### src/hdl/ldiv_pkg.sv
package ldiv_pkg;

    localparam int PORT_BITS = 32;

    localparam logic FUNC_SIGNED   = 1'b0;
    localparam logic FUNC_UNSIGNED = 1'b1;

    typedef struct packed {
        logic valid;
        logic sgn;
        logic q;
        logic m;
        logic t;
        logic dz;
    } ctl_t;

endpackage

### src/hdl/ldiv_cell.sv
module ldiv_cell #(
    parameter int WORD_BITS   = 32,
    parameter bit SIGNED_STEP = 1'b0
) (
    input  logic                 clk,
    input  logic                 rst_n,
    input  ldiv_pkg::ctl_t       ctl_in,
    input  logic [WORD_BITS-1:0] rem_in,
    input  logic [WORD_BITS-1:0] num_hi_in,
    input  logic [WORD_BITS-1:0] num_lo_in,
    input  logic [WORD_BITS-1:0] divisor_in,
    input  logic [WORD_BITS-1:0] quo_in,
    output ldiv_pkg::ctl_t       ctl_out,
    output logic [WORD_BITS-1:0] rem_out,
    output logic [WORD_BITS-1:0] num_hi_out,
    output logic [WORD_BITS-1:0] num_lo_out,
    output logic [WORD_BITS-1:0] divisor_out,
    output logic [WORD_BITS-1:0] quo_out
);
    import ldiv_pkg::*;

    localparam int W = WORD_BITS;

    logic           valid_reg;
    ctl_t           ctl_reg;
    ctl_t           ctl_next;
    logic [W-1:0]   rem_reg;
    logic [W-1:0]   rem_next;
    logic [W-1:0]   num_hi_reg;
    logic [W-1:0]   num_hi_next;
    logic [W-1:0]   num_lo_reg;
    logic [W-1:0]   num_lo_next;
    logic [W-1:0]   divisor_reg;
    logic [W-1:0]   quo_reg;
    logic [W-1:0]   quo_next;

    logic           over;
    logic [W-1:0]   rem_shift;
    logic           do_sub;
    logic [W+1:0]   operand;
    logic [W+1:0]   res;
    logic           ge;
    logic           q_new;

    always_comb
    begin
        over      = rem_in[W-1] & ~ctl_in.sgn;
        rem_shift = {rem_in[W-2:0], num_hi_in[W-1]};
        do_sub    = ~ctl_in.sgn | (ctl_in.q == ctl_in.m);
        operand   = {1'b0, over, rem_shift};
        if (do_sub)
        begin
            res = operand - {2'b00, divisor_in};
        end
        else
        begin
            res = operand + {2'b00, divisor_in};
        end
        ge    = ~res[W+1];
        q_new = rem_in[W-1] ^ res[W] ^ ctl_in.m;

        ctl_next    = ctl_in;
        rem_next    = rem_in;
        num_hi_next = num_hi_in;
        num_lo_next = num_lo_in;
        quo_next    = quo_in;

        if (!ctl_in.sgn)
        begin
            rem_next    = ge ? res[W-1:0] : rem_shift;
            num_hi_next = {num_hi_in[W-2:0], num_lo_in[W-1]};
            num_lo_next = {num_lo_in[W-2:0], 1'b0};
            quo_next    = {quo_in[W-2:0], ge};
        end
        else if (SIGNED_STEP)
        begin
            rem_next    = res[W-1:0];
            num_hi_next = {num_hi_in[W-2:0], 1'b0};
            quo_next    = {quo_in[W-2:0], ctl_in.t};
            ctl_next.q  = q_new;
            ctl_next.t  = (q_new == ctl_in.m);
        end
    end

    always_ff @(posedge clk or negedge rst_n)
    begin
        if (!rst_n)
        begin
            valid_reg <= 1'b0;
        end
        else
        begin
            valid_reg <= ctl_in.valid;
        end
    end

    always_ff @(posedge clk)
    begin
        ctl_reg     <= ctl_next;
        rem_reg     <= rem_next;
        num_hi_reg  <= num_hi_next;
        num_lo_reg  <= num_lo_next;
        divisor_reg <= divisor_in;
        quo_reg     <= quo_next;
    end

    always_comb
    begin
        ctl_out       = ctl_reg;
        ctl_out.valid = valid_reg;
    end

    assign rem_out     = rem_reg;
    assign num_hi_out  = num_hi_reg;
    assign num_lo_out  = num_lo_reg;
    assign divisor_out = divisor_reg;
    assign quo_out     = quo_reg;

endmodule

### config.mk
export PLATFORM = sky130hd
export DESIGN_NAME = ldiv_cell
export DESIGN_NICKNAME = d
export VERILOG_FILES = /design/src/hdl/ldiv_pkg.sv /design/src/hdl/ldiv_cell.sv
export SDC_FILE = /design/constraint.sdc
export NUM_CORES = 1
export LEC_CHECK = 0
export BUFFER_PORTS_ARGS = -buffer_cell sky130_fd_sc_hd__buf_4
export CAP_MARGIN = 20
export CORE_MARGIN = 8
export CORE_UTILIZATION = 25
export DETAILED_ROUTE_END_ITERATION = 12
export SLEW_MARGIN = 25
export SYNTH_ARGS = -nofsm -noshare
export SYNTH_HDL_FRONTEND = slang
export SYNTH_SLANG_ARGS = --single-unit
### constraint.sdc
create_clock -name clk -period 1.29 [get_ports clk]
set_input_delay 0.258 -clock clk [delete_from_list [all_inputs] [get_ports clk]]
set_output_delay 0.258 -clock clk [all_outputs]
set_load 0.02 [all_outputs]
After elaboration in Yosys (flattened, before gate mapping):

Cells that the tools add are included.

* logic and storage cells: 25
* input bits: 168
* register bits: 166

* $add $sub $neg: 2
* muxes and demuxes: 6
* bitwise gates (word level): 4
* equal/unequal tests: 1

Operators with widths (number)
* 32-bit two-way mux: 5
* 33-bit by 32-bit adder with 34-bit output: 1
* 34-bit two-way mux: 1
* 33-bit by 32-bit subtractor with 34-bit output: 1
* 1-bit inverter: 2
* 1-bit bitwise AND: 1
* 1-bit equality test: 1
* 1-bit OR: 1

Depth between registers and ports, before layout:

Gate-level depths: netlist (run 1).

* depth after elaboration: 6
* depth in mapped cells: 21

Least setup slack after synthesis (run 1):

OpenSTA, ideal clock, no wires.

* kind: input port to flip-flop
* from: input divisor_in[19]
* to: register rem_reg[16], in the netlist rem_out[16]
* setup time: 122 ps
* required time: 1168 ps
* stages: 17
* path slack: -2786 ps
* data arrival time: 3954 ps
* path buffers: 1
* cells stage by stage: or3_1 > nor4_1 > nand3_1 > nor3_1 > a21oi_1 > xnor2_1 > ha_1 > a21oi_1 > nor2b_1 > o21ai_0 > a21oi_1 > a22o_1 > a211oi_2 > o21a_1 > o31ai_2 > buf_6 > a311o_1

* cells in the longest elaborated chain, start to end: 4

Ends and longest elaborated chain
* start, declared: RTL line ldiv_cell.sv:11 `input logic [WORD_BITS-1:0] divisor_in,`
* 33-bit by 32-bit adder with 34-bit output / 33-bit by 32-bit subtractor with 34-bit output (equally long branches): RTL line ldiv_cell.sv:57, ldiv_cell.sv:53
* 34-bit two-way mux (*): RTL line ldiv_cell.sv:51 `if (do_sub)`
* 32-bit two-way mux (*): RTL line ldiv_cell.sv:70 `rem_next = ge ? res[W-1:0] : rem_shift;`
* 32-bit two-way mux (*): RTL line ldiv_cell.sv:68 `if (!ctl_in.sgn)`
* named net rem_next[16]: RTL line ldiv_cell.sv:28 `logic [W-1:0] rem_next;`
* end signal, assigned: RTL line ldiv_cell.sv:100 `rem_reg <= rem_next;`
* end, declared: RTL line ldiv_cell.sv:27 `logic [W-1:0] rem_reg;`

Mark *: on every way through the listed nets, which the timed path passes. The rest lies on a longest branch.
A chain may end at the register's enable or synchronous reset.

Worst setup path in the final report (run 1):

* from: input divisor_in[11]
* to: register rem_reg[7], in the netlist rem_out[7]

The elaborated chain is that of the path after synthesis.

==> results of run 1 <==
layout by cell type (no fill, tap or decap), types with 8 or more instances in the layout:
cell type	count
mux2_2	94
ha_1	33
dfxtp_1	163
inv_1	17
buf_4	529
a21oi_1	37
nand3_2	32
xor2_1	15
o21ai_0	15
buf_6	16
nand3_1	28
clkbuf_16	18
nand2b_1	9
and2_1	10
dlygate4sd3_1	8
nand2_1	47
a21o_1	8
xnor2_1	44
nor2_1	25
nor3_1	11
cells by family (layout without fill, tap and decap cells):
logic type,count (synthesis),count (layout)
AOI/OAI and AO/OA,141,141
xor gates and xnor gates,59,59
adders and majority gates,35,35
buffers and inverters,56,616
DFF,166,166
muxes,95,95
and+or+nand+nor,209,209
area by class of cell:
cell class,count,area share
Clock buffer,20,0.0334
Timing Repair Buffer,565,0.326
Sequential cell,166,0.244
Inverter,19,0.00521
Clock inverter,12,0.00759
Tap cell,396,0.0362
Multi-Input combinational cell,539,0.348
report_power, final:
part / total (mW) / leakage, nW / switching (mW) / internal, mW
clock: 4.91 / 0.267 / 2.29 / 2.62
combinational: 6.63 / 4.55 / 3.24 / 3.38
sequential: 5.82 / 1.40 / 0.189 / 5.63
total: 17.4 / 6.22 / 5.72 / 11.6
metrics by stage:
stage | cell area [µm²] | hold WS, ns
final | 13700 | 0.0340
after global routing | 13700 | 0.00562
after CTS | 13200 | 0.00110
after detailed placement | 12200 | 0.0346
after global placement | 12200 | 0.0330
after floorplan | 7850 | -0.0376
per-layer routing:
metal  vias up  part of all wire  global-route usage
met5         -                 0                   0
met2       259              0.50               0.275
met3        28             0.069              0.0507
li1       3850                 -                   -
met4         0             0.018              0.0462
met1      3640              0.42               0.185
path summary, 6_finish.rpt:
check | startpoint | to | slack, ns | cells after the start
worst min-delay path | divisor_in[19] | divisor_out[19] | 0.03 | 2
min in group asynchronous | rst_n | valid_reg | 0.13 | 2
max in group asynchronous | rst_n | valid_reg | 1.08 | 2
worst max-delay path | divisor_in[11] | rem_out[7] | -2.41 | 20
timing repair:
item                       CTS  global route
hold endpoints to repair     7             1
pin swaps                   28            43
resized for setup           53            87
setup buffers               12            11
setup endpoints to repair   90            81
gates cloned                 1             1
hold buffers                 7             1
==> results by group, run 1 <==
Synth
  • Syn_area_per_cell: approximately 10 µm²
  • Complex-gate fraction of the synthesized area: 0.127
  • Leading cell types by count after synthesis: dfxtp_1, mux2_2, nand3_1
  • Number of instances in the synthesized netlist: 761
  • Fraction of the mapped netlist area in adder cells: 0.0582
  • Area share of the largest cell type after synthesis: 0.432
  • Simple-gate share of the synthesized area: 0.141
  • Ys flop type: dfxtp_1
  • Share of the synthesized netlist area taken by xor and xnor gates: 0.0676
  • Async set-or-reset flop fraction in the synthesized netlist: 0.00602
  • Count of cell types in the netlist: 67
  • Mux contribution to synthesized area: 0.140
  • Combinational family with the most area after synthesis: simple AND/OR/NAND/NOR gates
  • EDFF count, synth: 0
  • Ys Warns: 0
  • Total standard cell area after synthesis: roughly 0.0076 mm²
  • Dominant cell type by area after synthesis: dfxtp_1
  • Part of the Yosys area used for sequential elements: 0.435
  • Top-count cell post-synth: dfxtp_1
  • Main area contributors after synthesis: dfxtp_1, mux2_2, ha_1
  • Post-synthesis sequential element count: 166
  • Number of nets in the synthesized netlist: approximately 960

Timing
  • Fmax achieved: ~0.27 GHz
  • Min cycle time layout: ~3.7 ns
  • Number of setup violations in the final report: 33
  • Tightest slew margin relative to the limit: 0.648
  • RSZ-0062 raised after global routing: true
  • Fin Setup TNS: -73.62 ns
  • Transition time at the pin with the least slew margin: 0.528 ns
  • Fin crit share: 2.87
  • Final number of hold-violating endpoints: 0
  • Final setup margin: -2.41 ns
  • Number of pins exceeding their max-slew limit in the final report: 0

Placement
  • HPWL after detailed placement: 24600 µm
  • GP Congestion: 0.867
  • Port bufs: 333
  • Count of placed standard cells including taps: approximately 1700
  • Worst setup slack after placement: -3.04 ns

Setup path
  • CP Cell Sequence: buf_4, or4_4, nor2_2, buf_4, and3_4, buf_4, a41oi_2, xnor2_1, ha_1, nor2b_4, o21ai_2, a21oi_2, a22o_1, a211oi_2, buf_4, buf_6, o211ai_4, o31ai_4, buf_12, a311o_1
  • Crit path launch type: input pin
  • CP Capture Type: flop
  • WP data arrival: 4.03 ns
  • Slowest library cell on the worst path: or4_4
  • Delay of the slowest cell on the worst path: ~0.55 ns
  • Buffering stage count on the worst path with inverters included: 6
  • Dominant cell type by count on the critical path: buf_4
  • Highest net fanout along the worst path: 6
  • Critical Path RT: 1.62 ns
  • Cell class contributing the biggest share of worst-path delay: compound AO/OA/AOI/OAI gates
  • Critical path type: input pin to flop

Cells and area
  • Antenna diode instance count: 0
  • Layout cell share with drive strength beyond 1: 0.597
  • Number of nets in the final layout: between 1500 and 2000
  • Area taken by multi-input logic gates: 0.00475 mm²
  • Final standard cell utilization of the core: 0.451
  • Flip-flop and latch area: 0.00333 mm²
  • Cell Count, Final, Fillers Out: 1717
  • Number of filler instances in the final layout: between 2000 and 3000
  • Area delta synth->final: 78.8%

Clock tree
  • TritonCTS clock tree: done
  • Clock sink count: 166
  • Num CTS Buffers: 17
  • Clock-pin transition on the worst setup and hold timing paths: 0.07 ns
  • H-tree levels: 4
  • Buffer levels on the longest clock path: 2
  • Clock Tree Root: clkbuf_16

Drt
  • Vias: a little under 8000
  • Drt first-iter violations: 320
  • Drc violations: 0
  • Detailed-routing iteration count for the pre-antenna-repair pass: 5
  • Ratio of routed vias to standard cells: 4.53
  • Routed len/inst: 17.9 µm
  • Count of nets left with antenna violations after detail routing: 0
  • Final Routed Wirelength: 30800 µm

Outcome
  • Result of the run: finished with violations
  • Violated checks: negative setup slack

GRT
  • Total global routing track utilization: 0.159
  • Via count of the first global-routing pass: approximately 8000
  • Pin count of the biggest net entering global routing: 57
  • Total congestion overflow: 0
  • Global-route wire length before repair: ~45000 µm
  • Number of antenna violations at the first check in global routing: 0

Job
  • MaxCap Viol Count: 0

Pwr
  • Areal power density over the cells: around 1300 mW/mm²
  • Leakage dissipation: 6.22 nW
  • Max rail drop VDD: 876 µV
  • Power consumption: 17.4 mW

Die
  • Die width: 191 µm
  • Placeable core area: 0.0303 mm²
  • Initial cell density of the core: 0.252
  • Area enclosed by the die boundary: 0.0364 mm²
  • Row count: 64
  • Number of I/O pins: 334
  • Die Y-Extent: 191 µm

Worst hold path
  • Path category of the worst min-delay check: input pin to flop
Note: power is estimated with default switching activity, not from simulation.
==> inputs of run 2 (changes only) <==
Settings changed: SKIP_CTS_REPAIR_TIMING set to 1.
==> run 2 against run 1 <==
Net effect:
- the flow still finishes with violations (negative setup slack)
- sequential share of layout area is 0.65 points higher
- utilization is 1.2 points lower
- maximum frequency hardly changed
- clock power hardly changed
- critical path depth stayed put
- non-clock buffer count is 11 lower
- global-route usage is 0.28 points lower
- largest power group unchanged
==> results by group, run 2 (synthesized netlist as in run 1, its figures left out) <==
Outcome
  • Result of the run: finished with violations
  • Violated checks: negative setup slack

Drt
  • Ratio of routed vias to standard cells: 4.50
  • Final Routed Wirelength: 30100 µm
  • Detailed-routing iteration count for the pre-antenna-repair pass: 5
  • Vias: roughly 7700
  • Drt first-iter violations: 275
  • Drc violations: 0
  • Count of nets left with antenna violations after detail routing: 0
  • Routed len/inst: 17.6 µm

Setup path
  • Crit path depth: 20
  • Slowest library cell on the worst path: or3_4
  • Buffering stage count on the worst path with inverters included: 5
  • Delay of the slowest cell on the worst path: 0.40 ns
  • Highest net fanout along the worst path: 6
  • Critical Path RT: 1.62 ns
  • WP data arrival: 4.03 ns
  • Crit path launch type: input pin
  • CP Cell Sequence: buf_6, or3_4, nor4b_4, buf_4, and3_4, buf_6, nand3_4, o31ai_4, xor2_1, ha_1, or2_4, a21oi_4, a21oi_2, a22o_1, a211oi_2, buf_4, o211a_4, buf_12, nor3_4, a311o_1
  • Worst setup path startpoint: divisor_in[2]
  • Cell class contributing the biggest share of worst-path delay: compound AO/OA/AOI/OAI gates
  • CP Capture Type: flop
  • Critical path type: input pin to flop

Clock tree
  • Clock Tree Root: clkbuf_16
  • Clock sink count: 166
  • Num CTS Buffers: 17
  • H-tree levels: 4
  • Clock-pin transition on the worst setup and hold timing paths: about 0.070 ns
  • TritonCTS clock tree: done
  • Buffer levels on the longest clock path: 2

GRT
  • Pin count of the biggest net entering global routing: 57
  • Global-route wire length before repair: 44000 µm
  • Number of antenna violations at the first check in global routing: 0
  • Total congestion overflow: 0
  • Total global routing track utilization: 0.156
  • Via count of the first global-routing pass: around 7900

Timing
  • Number of setup violations in the final report: 33
  • Final number of hold-violating endpoints: 0
  • RSZ-0062 raised after global routing: true
  • Transition time at the pin with the least slew margin: 0.450 ns
  • Fin crit share: 2.87
  • Final setup margin: -2.41 ns
  • Fmax achieved: 0.270 GHz
  • Fin Setup TNS: -74.96 ns
  • Number of pins exceeding their max-slew limit in the final report: 0
  • Tightest slew margin relative to the limit: 0.696
  • Min cycle time layout: 3.70 ns

Job
  • MaxCap Viol Count: 0

Die
  • Row count: 64
  • Number of I/O pins: between 300 and 400
  • Placeable core area: 0.0303 mm²
  • Die width: 191 µm
  • Initial cell density of the core: 0.252
  • Area enclosed by the die boundary: 0.0364 mm²
  • Die Y-Extent: 191 µm

Placement
  • GP Congestion: between 0.8 and 0.9
  • Count of placed standard cells including taps: 1659
  • Port bufs: ~330
  • HPWL after detailed placement: ~25000 µm

Pwr
  • Max rail drop VDD: 873 µV
  • Leakage dissipation: 6.10 nW
  • Areal power density over the cells: 1270 mW/mm²
  • Power consumption: roughly 17 mW

Cells and area
  • Area delta synth->final: 74.2%
  • Layout cell share with drive strength beyond 1: 0.578
  • Flip-flop and latch area: ~0.0033 mm²
  • Area taken by multi-input logic gates: ~0.0045 mm²
  • Most frequent standard cell in the layout excluding fill and tap cells: buf_4
  • Number of filler instances in the final layout: 2938
  • Antenna diode instance count: 0
  • Cell Count, Final, Fillers Out: 1706
  • Number of nets in the final layout: 1500
  • Top library cells by usage in the layout, fill and taps aside: buf_4, dfxtp_1, mux2_2

Worst hold path
  • HP Start: divisor_in[19]
  • Path category of the worst min-delay check: input pin to flop
  • Hold path depth: 2
-- run 2: cell count changes in the layout (fill, tap and decap cells not counted), moves of 3 or more --
cell	before	now
o311ai_0	2	6
nand3_2	32	28
o311ai_2	6	3
buf_6	16	9
o311ai_4	4	1
nand3_1	28	33
a21oi_2	7	4
-- run 2: area by class of cell --
type / count / area share
multi-input cells: 539 / 0.341
repair buffers: 554 / 0.324
flip-flops and latches: 166 / 0.250
well taps: 396 / 0.0372
clock buffers: 20 / 0.0343
clock inverters: 12 / 0.00780
inverters: 19 / 0.00535
-- run 2: where the power goes --
group | total (mW) | internal (mW) | switching, mW
Combinational | 6.21 | 3.17 | 3.04
Sequential | 5.82 | 5.63 | 0.188
Clock | 4.92 | 2.62 | 2.30
-- run 2: layer usage --
layer | track usage | part of all wire
met1 | 0.183 | 0.42
met2 | 0.271 | 0.50
met3 | 0.0485 | 0.067
met4 | 0.0424 | 0.014
met5 | 0 | 0
-- run 2: worst paths after layout --
path,end,slack (ns)
hold / removal,divisor_out[19],0.03
max in group asynchronous,valid_reg,1.07
setup / recovery,rem_out[16],-2.41
min in group asynchronous,valid_reg,0.14
-- run 2: stage by stage --
| step | util | hold WS, ns | area, µm² | worst slack, ns |
|---|---|---|---|---|
| 2_1_floorplan | - | -0.0376 | 7850 | -2.58 |
| 3_3_place_gp | 0.402 | 0.0330 | 12200 | -3.01 |
| 3_5_place_dp | 0.402 | 0.0346 | 12200 | -3.04 |
| 4_1_cts | 0.420 | -0.446 | 12800 | -2.59 |
| 5_1_grt | 0.439 | -0.000159 | 13300 | -2.56 |
| 6_report | 0.439 | 0.0348 | 13300 | -2.41 |
